==> src/rtl/sclp_pkg.sv <==
// shared types and constants for the serial command line parser
package sclp_pkg;

   // result kinds
   localparam logic [2:0] KIND_ECHO_BYTE = 3'd0;
   localparam logic [2:0] KIND_ECHO_EOL  = 3'd1;
   localparam logic [2:0] KIND_COMMAND   = 3'd2;
   localparam logic [2:0] KIND_NAME      = 3'd3;
   localparam logic [2:0] KIND_ERROR     = 3'd4;

   // command codes
   localparam logic [2:0] CMD_OPEN  = 3'd0;
   localparam logic [2:0] CMD_PLAY  = 3'd1;
   localparam logic [2:0] CMD_PAUSE = 3'd2;
   localparam logic [2:0] CMD_STOP  = 3'd3;
   localparam logic [2:0] CMD_CLOSE = 3'd4;
   localparam logic [2:0] CMD_DEBUG = 3'd5;
   localparam logic [2:0] CMD_NONE  = 3'd7;

   // line field being typed
   localparam logic [1:0] PHASE_LETTER  = 2'd0;
   localparam logic [1:0] PHASE_CHANNEL = 2'd1;
   localparam logic [1:0] PHASE_NAME    = 2'd2;

   // characters
   localparam logic [7:0] CHAR_BACKSPACE = 8'h08;
   localparam logic [7:0] CHAR_TAB       = 8'h09;
   localparam logic [7:0] CHAR_LF        = 8'h0A;
   localparam logic [7:0] CHAR_CR        = 8'h0D;
   localparam logic [7:0] CHAR_SPACE     = 8'h20;
   localparam logic [7:0] CHAR_PLUS      = 8'h2B;
   localparam logic [7:0] CHAR_MINUS     = 8'h2D;
   localparam logic [7:0] CHAR_ZERO      = 8'h30;
   localparam logic [7:0] CHAR_NINE      = 8'h39;
   localparam logic [7:0] CHAR_LOWER_A   = 8'h61;
   localparam logic [7:0] CHAR_LOWER_C   = 8'h63;
   localparam logic [7:0] CHAR_LOWER_D   = 8'h64;
   localparam logic [7:0] CHAR_LOWER_O   = 8'h6F;
   localparam logic [7:0] CHAR_LOWER_P   = 8'h70;
   localparam logic [7:0] CHAR_LOWER_S   = 8'h73;

   // controller to datapath commands
   typedef struct packed {
      logic       accept;
      logic       edit;
      logic [1:0] phase;
      logic       walk_step;
      logic       set_pending;
      logic       clr_chan;
      logic       load_chan;
      logic       set_name_len;
      logic       toggle_debug;
      logic       fail;
      logic       name_start;
      logic       name_next;
      logic       out_load;
      logic [2:0] out_kind;
      logic       out_last;
   } sclp_cmd_type;

   // datapath to controller status
   typedef struct packed {
      logic       echo_en;
      logic       eol;
      logic       term;
      logic       is_space;
      logic [2:0] code;
      logic [2:0] pending;
      logic       walk_more;
      logic       chan_zero;
      logic       name_len_zero;
      logic       name_last;
   } sclp_status_type;

endpackage

==> src/rtl/sclp_datapath.sv <==
// datapath: field buffers, channel decoder, name store and result register
module sclp_datapath #(
   parameter int CMD_BUF_LEN   = 10,
   parameter int DIGIT_BUF_LEN = 10,
   parameter int NAME_BUF_LEN  = 20
) (
   input  logic                   clock,
   input  logic                   reset,
   input  logic [7:0]             req_rx_byte,
   input  sclp_pkg::sclp_cmd_type cmd,
   output sclp_pkg::sclp_status_type status,
   output logic [2:0]             rsp_kind,
   output logic [7:0]             rsp_byte_value,
   output logic [2:0]             rsp_command_code,
   output logic signed [15:0]     rsp_channel_number,
   output logic                   rsp_last
);

   localparam int MAX_A   = (CMD_BUF_LEN > DIGIT_BUF_LEN) ? CMD_BUF_LEN : DIGIT_BUF_LEN;
   localparam int MAX_LEN = (MAX_A > NAME_BUF_LEN) ? MAX_A : NAME_BUF_LEN;
   localparam int FILL_W  = $clog2(MAX_LEN + 1);
   localparam int DIDX_W  = $clog2(DIGIT_BUF_LEN);
   localparam int NIDX_W  = $clog2(NAME_BUF_LEN);

   localparam logic [FILL_W-1:0] CAP_CMD   = FILL_W'(CMD_BUF_LEN);
   localparam logic [FILL_W-1:0] CAP_DIGIT = FILL_W'(DIGIT_BUF_LEN);
   localparam logic [FILL_W-1:0] CAP_NAME  = FILL_W'(NAME_BUF_LEN);

   // received beat and line state
   logic [7:0]        rx_ff;
   logic              echo_en_ff;
   logic [FILL_W-1:0] fill_ff, fill_in;
   logic [FILL_W-1:0] len_ff, len_in;
   logic [7:0]        first_letter_ff, first_letter_in;
   logic [2:0]        pending_ff, pending_in;
   logic [15:0]       parsed_ff, parsed_in;
   logic [NIDX_W-1:0] name_len_ff, name_len_in;
   logic              debug_ff, debug_in;

   // channel decoder
   logic [DIDX_W-1:0] walk_idx_ff, walk_idx_in;
   logic [15:0]       walk_val_ff, walk_val_in;
   logic              walk_neg_ff, walk_neg_in;
   logic              walk_sign_seen_ff, walk_sign_seen_in;
   logic              walk_done_ff, walk_done_in;
   logic [7:0]        walk_rd_ff;

   // name read-out
   logic [NIDX_W-1:0] name_idx_ff, name_idx_in;
   logic [7:0]        name_rd_ff;

   // stores
   logic [7:0] digit_store [DIGIT_BUF_LEN];
   logic [7:0] name_store  [NAME_BUF_LEN];

   // edit signals
   logic [FILL_W-1:0] cap;
   logic [FILL_W-1:0] fill_edit;
   logic              is_bs;
   logic              room;
   logic              eol;
   logic              term;
   logic              wr_digit;
   logic              wr_name;
   logic [2:0]        letter_code;
   logic [15:0]       walk_chan;

   // walker classification
   logic        d_blank, d_sign, d_digit;
   logic [15:0] d_acc;

   function automatic logic [2:0] letter_to_code(input logic [7:0] c);
      logic [2:0] r;
      case (c)
         sclp_pkg::CHAR_LOWER_O: r = sclp_pkg::CMD_OPEN;
         sclp_pkg::CHAR_LOWER_P: r = sclp_pkg::CMD_PLAY;
         sclp_pkg::CHAR_LOWER_A: r = sclp_pkg::CMD_PAUSE;
         sclp_pkg::CHAR_LOWER_S: r = sclp_pkg::CMD_STOP;
         sclp_pkg::CHAR_LOWER_C: r = sclp_pkg::CMD_CLOSE;
         sclp_pkg::CHAR_LOWER_D: r = sclp_pkg::CMD_DEBUG;
         default:                r = sclp_pkg::CMD_NONE;
      endcase
      return r;
   endfunction

   // byte classification and field edit
   always_comb begin
      case (cmd.phase)
         sclp_pkg::PHASE_CHANNEL: cap = CAP_DIGIT;
         sclp_pkg::PHASE_NAME:    cap = CAP_NAME;
         default:                 cap = CAP_CMD;
      endcase
      is_bs = rx_ff == sclp_pkg::CHAR_BACKSPACE;
      eol   = (rx_ff == sclp_pkg::CHAR_CR) || (rx_ff == sclp_pkg::CHAR_LF);
      term  = eol || ((rx_ff == sclp_pkg::CHAR_SPACE) && (cmd.phase != sclp_pkg::PHASE_NAME));
      room  = fill_ff < cap;
      if (is_bs) begin
         fill_edit = (fill_ff != '0) ? fill_ff - 1'b1 : fill_ff;
      end else if (room) begin
         fill_edit = fill_ff + 1'b1;
      end else begin
         fill_edit = fill_ff;
      end
      wr_digit = cmd.edit && !is_bs && room && (cmd.phase == sclp_pkg::PHASE_CHANNEL);
      wr_name  = cmd.edit && !is_bs && room && (cmd.phase == sclp_pkg::PHASE_NAME);
   end

   // walker step over one stored channel byte
   always_comb begin
      d_blank = (walk_rd_ff == sclp_pkg::CHAR_SPACE) ||
                (walk_rd_ff inside {[sclp_pkg::CHAR_TAB:sclp_pkg::CHAR_CR]});
      d_sign  = walk_rd_ff inside {sclp_pkg::CHAR_PLUS, sclp_pkg::CHAR_MINUS};
      d_digit = walk_rd_ff inside {[sclp_pkg::CHAR_ZERO:sclp_pkg::CHAR_NINE]};
      d_acc   = (walk_val_ff << 3) + (walk_val_ff << 1) +
                {8'h00, walk_rd_ff - sclp_pkg::CHAR_ZERO};
      walk_chan = walk_neg_ff ? 16'(16'd0 - walk_val_ff) : walk_val_ff;
   end

   // next state of the registers
   always_comb begin
      fill_in           = fill_ff;
      len_in            = len_ff;
      first_letter_in   = first_letter_ff;
      pending_in        = pending_ff;
      parsed_in         = parsed_ff;
      name_len_in       = name_len_ff;
      debug_in          = debug_ff;
      walk_idx_in       = walk_idx_ff;
      walk_val_in       = walk_val_ff;
      walk_neg_in       = walk_neg_ff;
      walk_sign_seen_in = walk_sign_seen_ff;
      walk_done_in      = walk_done_ff;
      name_idx_in       = name_idx_ff;

      if (cmd.accept) begin
         walk_idx_in       = '0;
         walk_val_in       = '0;
         walk_neg_in       = 1'b0;
         walk_sign_seen_in = 1'b0;
         walk_done_in      = 1'b0;
      end

      if (cmd.edit) begin
         if (!is_bs && room && (cmd.phase == sclp_pkg::PHASE_LETTER) && (fill_ff == '0)) begin
            first_letter_in = rx_ff;
         end
         len_in  = (fill_edit != '0) ? fill_edit - 1'b1 : '0;
         fill_in = term ? '0 : fill_edit;
      end

      // one stored byte of the channel field per step
      if (cmd.walk_step) begin
         if (!walk_sign_seen_ff && d_blank) begin
            walk_idx_in = walk_idx_ff + 1'b1;
         end else if (!walk_sign_seen_ff && d_sign) begin
            walk_neg_in       = walk_rd_ff == sclp_pkg::CHAR_MINUS;
            walk_sign_seen_in = 1'b1;
            walk_idx_in       = walk_idx_ff + 1'b1;
         end else if (d_digit) begin
            walk_val_in       = d_acc;
            walk_sign_seen_in = 1'b1;
            walk_idx_in       = walk_idx_ff + 1'b1;
         end else begin
            walk_done_in = 1'b1;
         end
      end

      // line outcome
      if (cmd.set_pending) begin
         pending_in = letter_code;
      end
      if (cmd.clr_chan) begin
         parsed_in = '0;
      end
      if (cmd.load_chan) begin
         parsed_in = walk_chan;
      end
      if (cmd.set_name_len) begin
         name_len_in = len_ff[NIDX_W-1:0];
      end
      if (cmd.toggle_debug) begin
         debug_in = !debug_ff;
      end
      if (cmd.fail) begin
         pending_in = sclp_pkg::CMD_OPEN;
         parsed_in  = '0;
      end

      if (cmd.name_start) begin
         name_idx_in = '0;
      end else if (cmd.name_next) begin
         name_idx_in = name_idx_ff + 1'b1;
      end
   end

   // control registers
   always_ff @(posedge clock) begin
      if (reset) begin
         fill_ff         <= '0;
         first_letter_ff <= '0;
         pending_ff      <= sclp_pkg::CMD_OPEN;
         parsed_ff       <= '0;
         name_len_ff     <= '0;
         debug_ff        <= 1'b0;
      end else begin
         fill_ff         <= fill_in;
         first_letter_ff <= first_letter_in;
         pending_ff      <= pending_in;
         parsed_ff       <= parsed_in;
         name_len_ff     <= name_len_in;
         debug_ff        <= debug_in;
      end
   end

   // working registers
   always_ff @(posedge clock) begin
      if (cmd.accept) begin
         rx_ff      <= req_rx_byte;
         echo_en_ff <= debug_ff;
      end
      len_ff            <= len_in;
      walk_idx_ff       <= walk_idx_in;
      walk_val_ff       <= walk_val_in;
      walk_neg_ff       <= walk_neg_in;
      walk_sign_seen_ff <= walk_sign_seen_in;
      walk_done_ff      <= walk_done_in;
      name_idx_ff       <= name_idx_in;
   end

   // digit store, one write and one registered read
   always_ff @(posedge clock) begin
      if (wr_digit) begin
         digit_store[fill_ff[DIDX_W-1:0]] <= rx_ff;
      end
      walk_rd_ff <= digit_store[walk_idx_ff];
   end

   // name store, one write and one registered read
   always_ff @(posedge clock) begin
      if (wr_name) begin
         name_store[fill_ff[NIDX_W-1:0]] <= rx_ff;
      end
      name_rd_ff <= name_store[name_idx_ff];
   end

   // result register
   always_ff @(posedge clock) begin
      if (cmd.out_load) begin
         rsp_kind <= cmd.out_kind;
         rsp_last <= cmd.out_last;
         case (cmd.out_kind)
            sclp_pkg::KIND_ECHO_BYTE: rsp_byte_value <= rx_ff;
            sclp_pkg::KIND_NAME:      rsp_byte_value <= name_rd_ff;
            default:                  rsp_byte_value <= '0;
         endcase
         if (cmd.out_kind == sclp_pkg::KIND_COMMAND) begin
            rsp_command_code   <= pending_ff;
            rsp_channel_number <= parsed_ff;
         end else begin
            rsp_command_code   <= '0;
            rsp_channel_number <= '0;
         end
      end
   end

   // status to the controller
   always_comb begin
      letter_code           = (len_ff == FILL_W'(1)) ? letter_to_code(first_letter_ff)
                                                     : sclp_pkg::CMD_NONE;
      status.echo_en        = echo_en_ff;
      status.eol            = eol;
      status.term           = term;
      status.is_space       = rx_ff == sclp_pkg::CHAR_SPACE;
      status.code           = letter_code;
      status.pending        = pending_ff;
      status.walk_more      = !walk_done_ff && (FILL_W'(walk_idx_ff) < len_ff);
      status.chan_zero      = walk_val_ff == '0;
      status.name_len_zero  = name_len_ff == '0;
      status.name_last      = NIDX_W'(name_idx_ff + 1'b1) == name_len_ff;
   end

endmodule

==> src/rtl/sclp_control.sv <==
// controller: sequences edit, channel decode, line outcome and result beats
module sclp_control (
   input  logic                      clock,
   input  logic                      reset,
   input  logic                      req_valid,
   output logic                      req_stall,
   output logic                      rsp_valid,
   input  logic                      rsp_stall,
   input  sclp_pkg::sclp_status_type status,
   output sclp_pkg::sclp_cmd_type    cmd
);

   localparam logic [3:0] ST_IDLE      = 4'd0;
   localparam logic [3:0] ST_EDIT      = 4'd1;
   localparam logic [3:0] ST_WALK_RD   = 4'd2;
   localparam logic [3:0] ST_WALK_STEP = 4'd3;
   localparam logic [3:0] ST_DECIDE    = 4'd4;
   localparam logic [3:0] ST_ECHO      = 4'd5;
   localparam logic [3:0] ST_CMD       = 4'd6;
   localparam logic [3:0] ST_NAME_RD   = 4'd7;
   localparam logic [3:0] ST_NAME_OUT  = 4'd8;
   localparam logic [3:0] ST_ERR       = 4'd9;

   logic [3:0] state_ff, state_in;
   logic [1:0] phase_ff, phase_in;
   logic       valid_ff, valid_in;
   logic       exec_ff, exec_in;
   logic       fail_ff, fail_in;
   logic       open_ff, open_in;

   // line outcome
   logic       exec;
   logic       fail;
   logic [1:0] phase_next;
   logic       set_pending;
   logic       clr_chan;
   logic       load_chan;
   logic       set_name_len;
   logic [2:0] eff_code;
   logic       out_free;
   logic       accept;

   assign accept    = req_valid && (state_ff == ST_IDLE);
   assign out_free  = !valid_ff || !rsp_stall;
   assign req_stall = state_ff != ST_IDLE;
   assign rsp_valid = valid_ff;

   // outcome of a terminated field
   always_comb begin
      exec         = 1'b0;
      fail         = 1'b0;
      phase_next   = phase_ff;
      set_pending  = 1'b0;
      clr_chan     = 1'b0;
      load_chan    = 1'b0;
      set_name_len = 1'b0;
      eff_code     = (phase_ff == sclp_pkg::PHASE_LETTER) ? status.code : status.pending;
      if (status.term) begin
         case (phase_ff)
            sclp_pkg::PHASE_LETTER: begin
               if (status.code == sclp_pkg::CMD_NONE) begin
                  fail = 1'b1;
               end else begin
                  set_pending = 1'b1;
                  clr_chan    = 1'b1;
                  if (status.code == sclp_pkg::CMD_DEBUG) begin
                     exec = 1'b1;
                  end else if (status.is_space) begin
                     phase_next = sclp_pkg::PHASE_CHANNEL;
                  end else if (status.code == sclp_pkg::CMD_OPEN) begin
                     fail = 1'b1;
                  end else begin
                     exec = 1'b1;
                  end
               end
            end
            sclp_pkg::PHASE_CHANNEL: begin
               load_chan = 1'b1;
               if (status.chan_zero) begin
                  fail = 1'b1;
               end else if (status.is_space) begin
                  if (status.pending == sclp_pkg::CMD_OPEN) begin
                     phase_next = sclp_pkg::PHASE_NAME;
                  end else begin
                     fail = 1'b1;
                  end
               end else begin
                  exec = 1'b1;
               end
            end
            sclp_pkg::PHASE_NAME: begin
               set_name_len = 1'b1;
               exec         = 1'b1;
            end
            default: begin
               fail = 1'b1;
            end
         endcase
      end
      if (exec || fail) begin
         phase_next = sclp_pkg::PHASE_LETTER;
      end
   end

   // sequencer
   always_comb begin
      state_in = state_ff;
      phase_in = phase_ff;
      exec_in  = exec_ff;
      fail_in  = fail_ff;
      open_in  = open_ff;
      valid_in = valid_ff && rsp_stall;
      cmd      = '0;
      cmd.phase = phase_ff;
      case (state_ff)
         ST_IDLE: begin
            if (accept) begin
               cmd.accept = 1'b1;
               state_in   = ST_EDIT;
            end
         end
         ST_EDIT: begin
            cmd.edit = 1'b1;
            if (status.term && (phase_ff == sclp_pkg::PHASE_CHANNEL)) begin
               state_in = ST_WALK_RD;
            end else begin
               state_in = ST_DECIDE;
            end
         end
         ST_WALK_RD: begin
            state_in = status.walk_more ? ST_WALK_STEP : ST_DECIDE;
         end
         ST_WALK_STEP: begin
            cmd.walk_step = 1'b1;
            state_in      = ST_WALK_RD;
         end
         ST_DECIDE: begin
            cmd.set_pending  = set_pending;
            cmd.clr_chan     = clr_chan;
            cmd.load_chan    = load_chan;
            cmd.set_name_len = set_name_len;
            cmd.toggle_debug = exec && (eff_code == sclp_pkg::CMD_DEBUG);
            cmd.fail         = fail;
            phase_in = phase_next;
            exec_in  = exec;
            fail_in  = fail;
            open_in  = eff_code == sclp_pkg::CMD_OPEN;
            if (status.echo_en) begin
               state_in = ST_ECHO;
            end else if (exec) begin
               state_in = ST_CMD;
            end else if (fail) begin
               state_in = ST_ERR;
            end else begin
               state_in = ST_IDLE;
            end
         end
         ST_ECHO: begin
            if (out_free) begin
               cmd.out_load = 1'b1;
               cmd.out_kind = status.eol ? sclp_pkg::KIND_ECHO_EOL : sclp_pkg::KIND_ECHO_BYTE;
               cmd.out_last = !(exec_ff || fail_ff);
               valid_in     = 1'b1;
               if (exec_ff) begin
                  state_in = ST_CMD;
               end else if (fail_ff) begin
                  state_in = ST_ERR;
               end else begin
                  state_in = ST_IDLE;
               end
            end
         end
         ST_CMD: begin
            if (out_free) begin
               cmd.out_load = 1'b1;
               cmd.out_kind = sclp_pkg::KIND_COMMAND;
               cmd.out_last = !(open_ff && !status.name_len_zero);
               valid_in     = 1'b1;
               if (open_ff && !status.name_len_zero) begin
                  cmd.name_start = 1'b1;
                  state_in       = ST_NAME_RD;
               end else begin
                  state_in = ST_IDLE;
               end
            end
         end
         ST_NAME_RD: begin
            state_in = ST_NAME_OUT;
         end
         ST_NAME_OUT: begin
            if (out_free) begin
               cmd.out_load = 1'b1;
               cmd.out_kind = sclp_pkg::KIND_NAME;
               cmd.out_last = status.name_last;
               valid_in     = 1'b1;
               if (status.name_last) begin
                  state_in = ST_IDLE;
               end else begin
                  cmd.name_next = 1'b1;
                  state_in      = ST_NAME_RD;
               end
            end
         end
         ST_ERR: begin
            if (out_free) begin
               cmd.out_load = 1'b1;
               cmd.out_kind = sclp_pkg::KIND_ERROR;
               cmd.out_last = 1'b1;
               valid_in     = 1'b1;
               state_in     = ST_IDLE;
            end
         end
         default: begin
            state_in = ST_IDLE;
         end
      endcase
   end

   // state registers
   always_ff @(posedge clock) begin
      if (reset) begin
         state_ff <= ST_IDLE;
         phase_ff <= sclp_pkg::PHASE_LETTER;
         valid_ff <= 1'b0;
         exec_ff  <= 1'b0;
         fail_ff  <= 1'b0;
         open_ff  <= 1'b0;
      end else begin
         state_ff <= state_in;
         phase_ff <= phase_in;
         valid_ff <= valid_in;
         exec_ff  <= exec_in;
         fail_ff  <= fail_in;
         open_ff  <= open_in;
      end
   end

endmodule

==> src/rtl/serial_command_line_parser.sv <==
// serial command line parser top level: controller plus datapath
// one byte is taken at a time; a plain byte passes the edit and decide states, and an echo state with echo on
// a channel terminator walks the digit store with a read and a step state per stored byte, then a last read
// the first result beat follows the edit, decide and any walk states; echo and command beats
// then come one a cycle while results do not stall, and each name byte follows a read state
// synchronous reset clears the line state and debug echo; no clearing pass is needed
module serial_command_line_parser #(
   parameter int CMD_BUF_LEN   = 10,
   parameter int DIGIT_BUF_LEN = 10,
   parameter int NAME_BUF_LEN  = 20
) (
   input  logic               clock,
   input  logic               reset,
   input  logic               req_valid,
   output logic               req_stall,
   input  logic [7:0]         req_rx_byte,
   output logic               rsp_valid,
   input  logic               rsp_stall,
   output logic [2:0]         rsp_kind,
   output logic [7:0]         rsp_byte_value,
   output logic [2:0]         rsp_command_code,
   output logic signed [15:0] rsp_channel_number,
   output logic               rsp_last
);

   sclp_pkg::sclp_cmd_type    cmd;
   sclp_pkg::sclp_status_type status;

   // sequencing
   sclp_control u_control (
      .clock     (clock),
      .reset     (reset),
      .req_valid (req_valid),
      .req_stall (req_stall),
      .rsp_valid (rsp_valid),
      .rsp_stall (rsp_stall),
      .status    (status),
      .cmd       (cmd)
   );

   // buffers, decoder and result register
   sclp_datapath #(
      .CMD_BUF_LEN   (CMD_BUF_LEN),
      .DIGIT_BUF_LEN (DIGIT_BUF_LEN),
      .NAME_BUF_LEN  (NAME_BUF_LEN)
   ) u_datapath (
      .clock              (clock),
      .reset              (reset),
      .req_rx_byte        (req_rx_byte),
      .cmd                (cmd),
      .status             (status),
      .rsp_kind           (rsp_kind),
      .rsp_byte_value     (rsp_byte_value),
      .rsp_command_code   (rsp_command_code),
      .rsp_channel_number (rsp_channel_number),
      .rsp_last           (rsp_last)
   );

endmodule

==> config.mk <==
export PLATFORM = sky130hd
export DESIGN_NAME = serial_command_line_parser
export DESIGN_NICKNAME = d
export VERILOG_FILES = /design/src/rtl/sclp_pkg.sv /design/src/rtl/sclp_datapath.sv /design/src/rtl/sclp_control.sv /design/src/rtl/serial_command_line_parser.sv
export SDC_FILE = /design/constraint.sdc
export NUM_CORES = 1
export LEC_CHECK = 0
export ABC_AREA = 1
export BUFFER_PORTS_ARGS = -buffer_cell sky130_fd_sc_hd__buf_2
export CAP_MARGIN = 40
export CORE_MARGIN = 4
export CORE_UTILIZATION = 50
export CTS_BUF_LIST = sky130_fd_sc_hd__clkbuf_4
export CTS_CLUSTER_DIAMETER = 30
export DETAILED_ROUTE_END_ITERATION = 8
export PLACE_DENSITY = 0.72
export SLEW_MARGIN = 0
export SYNTH_ARGS = -nofsm -noshare
export SYNTH_HDL_FRONTEND = slang
export SYNTH_HIERARCHICAL = 1
export SYNTH_SLANG_ARGS = --single-unit
==> constraint.sdc <==
create_clock -name clock -period 4 [get_ports clock]
set_input_delay 0.6 -clock clock [delete_from_list [all_inputs] [get_ports clock]]
set_output_delay 0.6 -clock clock [all_outputs]
set_load 0.01 [all_outputs]
## Word-level counts from Yosys, hierarchy flattened

Memories as Yosys holds them, arrays and structs flattened. A register that Yosys moved wholly into a read port is not among the register bits.
Index checks and enable logic that the tools add are counted.

- Input bits: 12
- Output and inout port bits: 33
- Bits in registers: 121
- Bits in writable memories: 240
- Memories kept: 2

Memory list:

| memory | words | width | rd ports | clocked after Yosys merged registers in | wr ports | RTL line | RTL |
|---|---|---|---|---|---|---|---|
| u_datapath.name_store | 20 | 8 | 1 | 1 | 1 | sclp_datapath.sv:54 | `logic [7:0] name_store [NAME_BUF_LEN];` |
| u_datapath.digit_store | 10 | 8 | 1 | 1 | 1 | sclp_datapath.sv:53 | `logic [7:0] digit_store [DIGIT_BUF_LEN];` |

- Order comparisons: 6
- Reduce and logical (&&, ||, !) cells: 54
- Multiplexer cells: 106
- Equality and inequality tests: 43
- Add/subtract/negate cells: 9

Operators with widths:

| cell | count |
|---|---|
| 16-bit 2-to-1 mux | 8 |
| 4-bit 2-to-1 mux | 15 |
| 1-bit 2-to-1 mux | 52 |
| 8-bit by 7-bit equality test with 1-bit output (second input constant) | 6 |
| 5-bit 2-to-1 mux | 8 |
| 4-bit one-hot mux with 10 select lines | 1 |
| 8-bit by 6-bit equality test with 1-bit output (second input constant) | 4 |
| 8-bit by 4-bit equality test with 1-bit output (second input constant) | 3 |
| 5-bit one-hot mux with 4 select lines | 1 |
| 1-bit logical AND | 18 |
| 3-bit 2-to-1 mux | 6 |
| 3-bit one-hot mux with 6 select lines | 1 |
| 16-bit adder | 1 |
| 16-bit by 8-bit adder with 16-bit output | 1 |
| 4-bit by 3-bit equality test with 1-bit output (second input constant) | 4 |
| 16-bit logical NOT | 1 |
| 2-bit 2-to-1 mux | 8 |
| 8-bit one-hot mux with 2 select lines | 1 |
| 1-bit by 16-bit subtractor with 16-bit output (first input constant) | 1 |
| 3-bit logical NOT | 4 |
| 6-bit 2-to-1 mux | 2 |
| 5-bit by 1-bit adder with 5-bit output (second input constant) | 2 |
| 5-bit logical NOT | 2 |
| 2-bit by 1-bit inequality test with 1-bit output (second input constant) | 5 |
| other kinds (37) | 63 |

## Logic depth before layout (Yosys ltp)

- Depth in word-level cells: 14
- Gate-level depth with buffers: 22

## By module

The synthesis kept the hierarchy.

By module, submodules not included:

| module | area each (µm²) | seq. area each (µm²) | cells each | instances |
|---|---|---|---|---|
| sclp_datapath | 16,109.2 | 10,199.8 | 1,520 | 1 |
| sclp_control | 932.1 | 200.2 | 162 | 1 |

## Worst setup path before layout

No wires, ideal clock.

- Kind: reg-to-reg
- From: reg u_control.phase_ff[0]
- To: mem u_datapath.digit_store[0][0], enable pin
- Setup time: 383 ps
- Path buffers: 0
- Arrival time: 2,468 ps
- Path slack: 1,148 ps
- Cell stages (with the launch flop): 9
- Cell sequence: dfxtp_1 > inv_2 > nand2_4 > ha_1 > a21oi_1 > nand3_2 > nor2_4 > nand3_1 > nor3_1

- Longest elaborated chain between the ends: 7
- Elaborated cells on any way between the ends: 8

Ends and longest elaborated chain:

| element | RTL line | RTL |
|---|---|---|
| from (decl) | sclp_control.sv:25 | `logic [1:0] phase_ff, phase_in;` |
| from (signal assigned) | sclp_control.sv:223 | `phase_ff <= sclp_pkg::PHASE_LETTER;` |
| from (signal assigned) | sclp_control.sv:230 | `phase_ff <= phase_in;` |
| 2-bit equality test | sclp_datapath.sv:88 | `case (cmd.phase)` |
| 5-bit 2-to-1 mux | sclp_datapath.sv:88 |  |
| 5-bit < comparator | sclp_datapath.sv:96 | `room = fill_ff < cap;` |
| 1-bit logical AND | sclp_datapath.sv:104 | `wr_digit = cmd.edit && !is_bs && room && (cmd.phase == sclp_pkg::PHASE_CHANNEL);` |
| 1-bit logical AND * | sclp_datapath.sv:104 |  |
| 1-bit 2-to-1 mux * | sclp_datapath.sv:232 | `if (wr_digit) begin` |
| 1-bit 2-to-1 mux (implied by the code) * | sclp_datapath.sv:233 | `digit_store[fill_ff[DIDX_W-1:0]] <= rx_ff;` |
| to (decl) | sclp_datapath.sv:53 |  |

Every way passes the cells marked *; elsewhere a longest branch is shown, timed or not.

## Final worst setup path

- From: reg u_control.phase_ff[0]
- To: mem u_datapath.name_store[14][4], enable pin

- Longest elaborated chain between the ends: 7

Ends and longest elaborated chain:

| element | RTL line | RTL |
|---|---|---|
| 2-bit equality test * | sclp_datapath.sv:88, sclp_datapath.sv:105 |  |
| 5-bit 2-to-1 mux | sclp_datapath.sv:88 |  |
| 5-bit < comparator | sclp_datapath.sv:96 |  |
| 1-bit logical AND | sclp_datapath.sv:105 | `wr_name = cmd.edit && !is_bs && room && (cmd.phase == sclp_pkg::PHASE_NAME);` |
| 1-bit logical AND * | sclp_datapath.sv:105 |  |
| 1-bit 2-to-1 mux * | sclp_datapath.sv:240 | `if (wr_name) begin` |
| 1-bit 2-to-1 mux (implied by the code) * | sclp_datapath.sv:241 | `name_store[fill_ff[NIDX_W-1:0]] <= rx_ff;` |
| to (decl) | sclp_datapath.sv:54 |  |

Marks and branches as above.

==> flow_metrics.tcl <==
set metrics [dict create \
    antenna_found_initial 1 \
    dp_hpwl_um 27800 \
    io_buffers 44 \
    grt_max_degree 47 \
    antenna_left 0 \
    r2r_cells 11 \
    core-area_um2 33600 \
    ys.flop_type "edfxtp_1" \
    dieWidth_um 193 \
    grt-ovfl-total 0 \
    tightest_slew_ns 0.863 \
    syn2layout_area_growth_pct 12.3 \
    power_density_nw_per_um2 432 \
    slew-limit-headroom_pct 42.0 \
    skew_ns 0.0387 \
    drc_errors 0 \
    ios 45 \
    place_congestion 0.917 \
    multi_input_area_um2 5700 \
    fin_crit_ns 3.31 \
    min_path_type "in -> reg" \
    peakVddDrop_mv 0.622 \
    synth_area_um2 17000 \
    ys_seq_elements 377 \
    dieHeight_um 193 \
    firstDrtPassIters 6 \
    crit_path_end_kind "flop" \
    core.rowCount 67 \
    post_route_cells_drive_above_1_share_pct 14.6 \
    yosysTopAreaCellShare_pct 50.2 \
    period_share_pct 82.9 \
    crit_chain "inv_2 -> nand2_4 -> inv_1 -> ha_1 -> a21oi_1 -> nand3_2 -> nor2_4 -> inv_2 -> nor2_4 -> nand2_2 -> nor2_1" \
    design.die.area_um2 37100 \
    tritoncts "yes" \
    final_common_cell "edfxtp_1" \
    grt_pass1_wl_um 65600 \
    fin_nets 1854 \
    path_clk_slew_ns 0.06 \
    outcome "completed" \
    setup_violations 0 \
    fill_cells 2804 \
    wl_per_cell_um 18.0 \
    setup-tns-final_ns 0 \
    synth_area_leader_cell "edfxtp_1" \
    syn_area_per_cell_um2 10.1 \
    path_max_fanout 9 \
    cpLargestDelayFamily "simple AND/OR/NAND/NOR gates" \
    synthDistinctLibCells 48 \
    start_kind "flop" \
    cap_violations 0 \
    syn_nets 1741 \
    yosysWarnings 6 \
    htree_levels 3 \
    crit_type "reg -> reg" \
    grt_pass1_vias 12608 \
    slowest_stage "nor2_1" \
    synthTopCellsByArea "edfxtp_1 (50%), dfxtp_1 (11%), nand2_1 (5.0%)" \
    seq_area_um2 10400 \
    worst-path-buf-inv 3 \
    total_power_mw 8.27 \
    hold_viol 0 \
    worst_path_largest_cell_delay_ns 0.62 \
    wl_um 41800 \
    start_util_pct 50.7 \
    clock-sinks 377 \
    async_flop_share_pct 0 \
    rsz0062_at_grt "no" \
    layout_common_cells "edfxtp_1 (285), nand2_1 (227), nor2_1 (222)" \
    synth-edff-count 285 \
    min_delay_path_depth 1 \
    postSynthCellCount 1682 \
    numCtsBuffers 98 \
    drtIter0Drc 1490 \
    slew_viol_final 0 \
    via_per_inst 5.57 \
    vias 12953 \
    fmax_ghz 0.302 \
    p_leak_nw 7.40 \
    root_buffer "clkbuf_4" \
    required_ns 4.37 \
    critical_path_depth 11 \
    track_usage_pct 22.8 \
    clkLatencyLatePin_ns 0.77 \
    clk_path_buf_depth 3 \
    synth-seq-area-share_pct 61.0 \
    worstPathArrival_ns 3.68 \
]
## worst register-to-register path: stages, from the launching register on
cell and delay [ns]:
dfxtp_1 0.53, inv_2 0.12, nand2_4 0.13, inv_1 0.07
ha_1 0.19, a21oi_1 0.46, nand3_2 0.22, nor2_4 0.19
inv_2 0.07, nor2_4 0.18, nand2_2 0.17, nor2_1 0.62
## routing by layer
metal,wire [um],vias up,global-route usage [%]
met5,0,-,0
met4,1280,0,9.76
met3,3710,100,5.68
li1,-,6163,-
met1,17100,6100,29.3
met2,19700,590,36.9
## cell families after synthesis
group / after synthesis / share of synthesized area, %
simple gates: 615 / 15.7
flops: 377 / 61.0
compound gates: 376 / 12.5
buf+inv: 239 / 5.52
fa+ha+maj: 47 / 3.72
xor+xnor: 26 / 1.34
mux: 2 / 0.125
## through the flow
step	util [%]	setup WS [ns]	std cells	cell area, um2	hold slack (ns)
2_1_floorplan	-	1.15	1682	17000	0.427
3_3_place_gp	52.8	0.904	2135	17700	0.439
3_5_place_dp	52.9	0.779	2138	17800	0.451
4_1_cts	56.9	0.726	2323	19100	0.000497
5_1_grt	56.9	0.443	2324	19100	0.0101
6_report	56.9	0.685	2324	19100	0.0653
## timing repair
action,in CTS,in global routing
hold buffers,5,0
endpoints found under the hold margin,5,0
buffers inserted,0,0
gates resized for setup,0,0
endpoints found under the setup margin,0,0
## synthesized netlist by cell type, types with 7 or more instances
| cell type | instances |
|---|---|
| nand3_1 | 82 |
| a32o_1 | 8 |
| o221ai_1 | 8 |
| ha_1 | 41 |
| xnor2_1 | 12 |
| a21boi_0 | 8 |
| nand2_2 | 12 |
| nor2_1 | 223 |
| a211oi_1 | 10 |
| a21oi_1 | 97 |
| nor3_1 | 19 |
| nor4_1 | 7 |
| edfxtp_1 | 285 |
| o21ai_0 | 163 |
| o22ai_1 | 41 |
| dfxtp_1 | 92 |
| a31oi_1 | 13 |
| o31ai_1 | 8 |
| buf_2 | 11 |
| inv_2 | 9 |
| nand2_1 | 227 |
| nor2_4 | 8 |
| clkbuf_1 | 49 |
| inv_1 | 161 |
| nand4_1 | 19 |
| xor2_1 | 14 |
## where the power goes
group | total, mW | internal [mW] | switching [mW]
logic | 0.555 | 0.147 | 0.408
clock network | 3.34 | 1.78 | 1.57
registers | 4.37 | 4.32 | 0.0545
## sequential cells by signal, summed over array words and instances (netlist names), 2 cells and up
name,flops
u_datapath/parsed_ff,16
u_control/phase_ff,2
u_datapath/rsp_command_code,3
u_datapath/rsp_byte_value,8
u_datapath/walk_idx_ff,4
u_datapath/fill_ff,5
u_datapath/rsp_channel_number,16
u_datapath/first_letter_ff,8
u_datapath/rsp_kind,3
u_datapath/rx_ff,8
u_datapath/digit_store,80
u_datapath/walk_val_ff,16
u_datapath/name_store,160
u_control/state_ff,4
u_datapath/name_idx_ff,5
u_datapath/name_rd_ff,8
u_datapath/pending_ff,3
u_datapath/len_ff,5
u_datapath/walk_rd_ff,8
u_datapath/name_len_ff,5
## path summary, 6_finish.rpt
path,from,end,slack [ns]
min,req_rx_byte[5],u_datapath/rx_ff[5],0.07
min reg2reg,u_datapath/debug_ff,u_datapath/echo_en_ff,0.45
max,u_control/phase_ff[0],u_datapath/name_store[14][4],0.69
max reg2reg,u_control/phase_ff[0],u_datapath/name_store[14][4],0.69
## layout make-up
cell class              count  share of cell area [%]
inverters                 171                    3.36
clock buffers             136                    5.34
repair buffers             81                    2.84
flip-flops and latches    377                    54.4
well taps                 448                    2.93
diodes                      1                  0.0131
multi-input cells        1066                    29.8
clock inverters            44                    1.35
(Power assumes the default switching activity.)
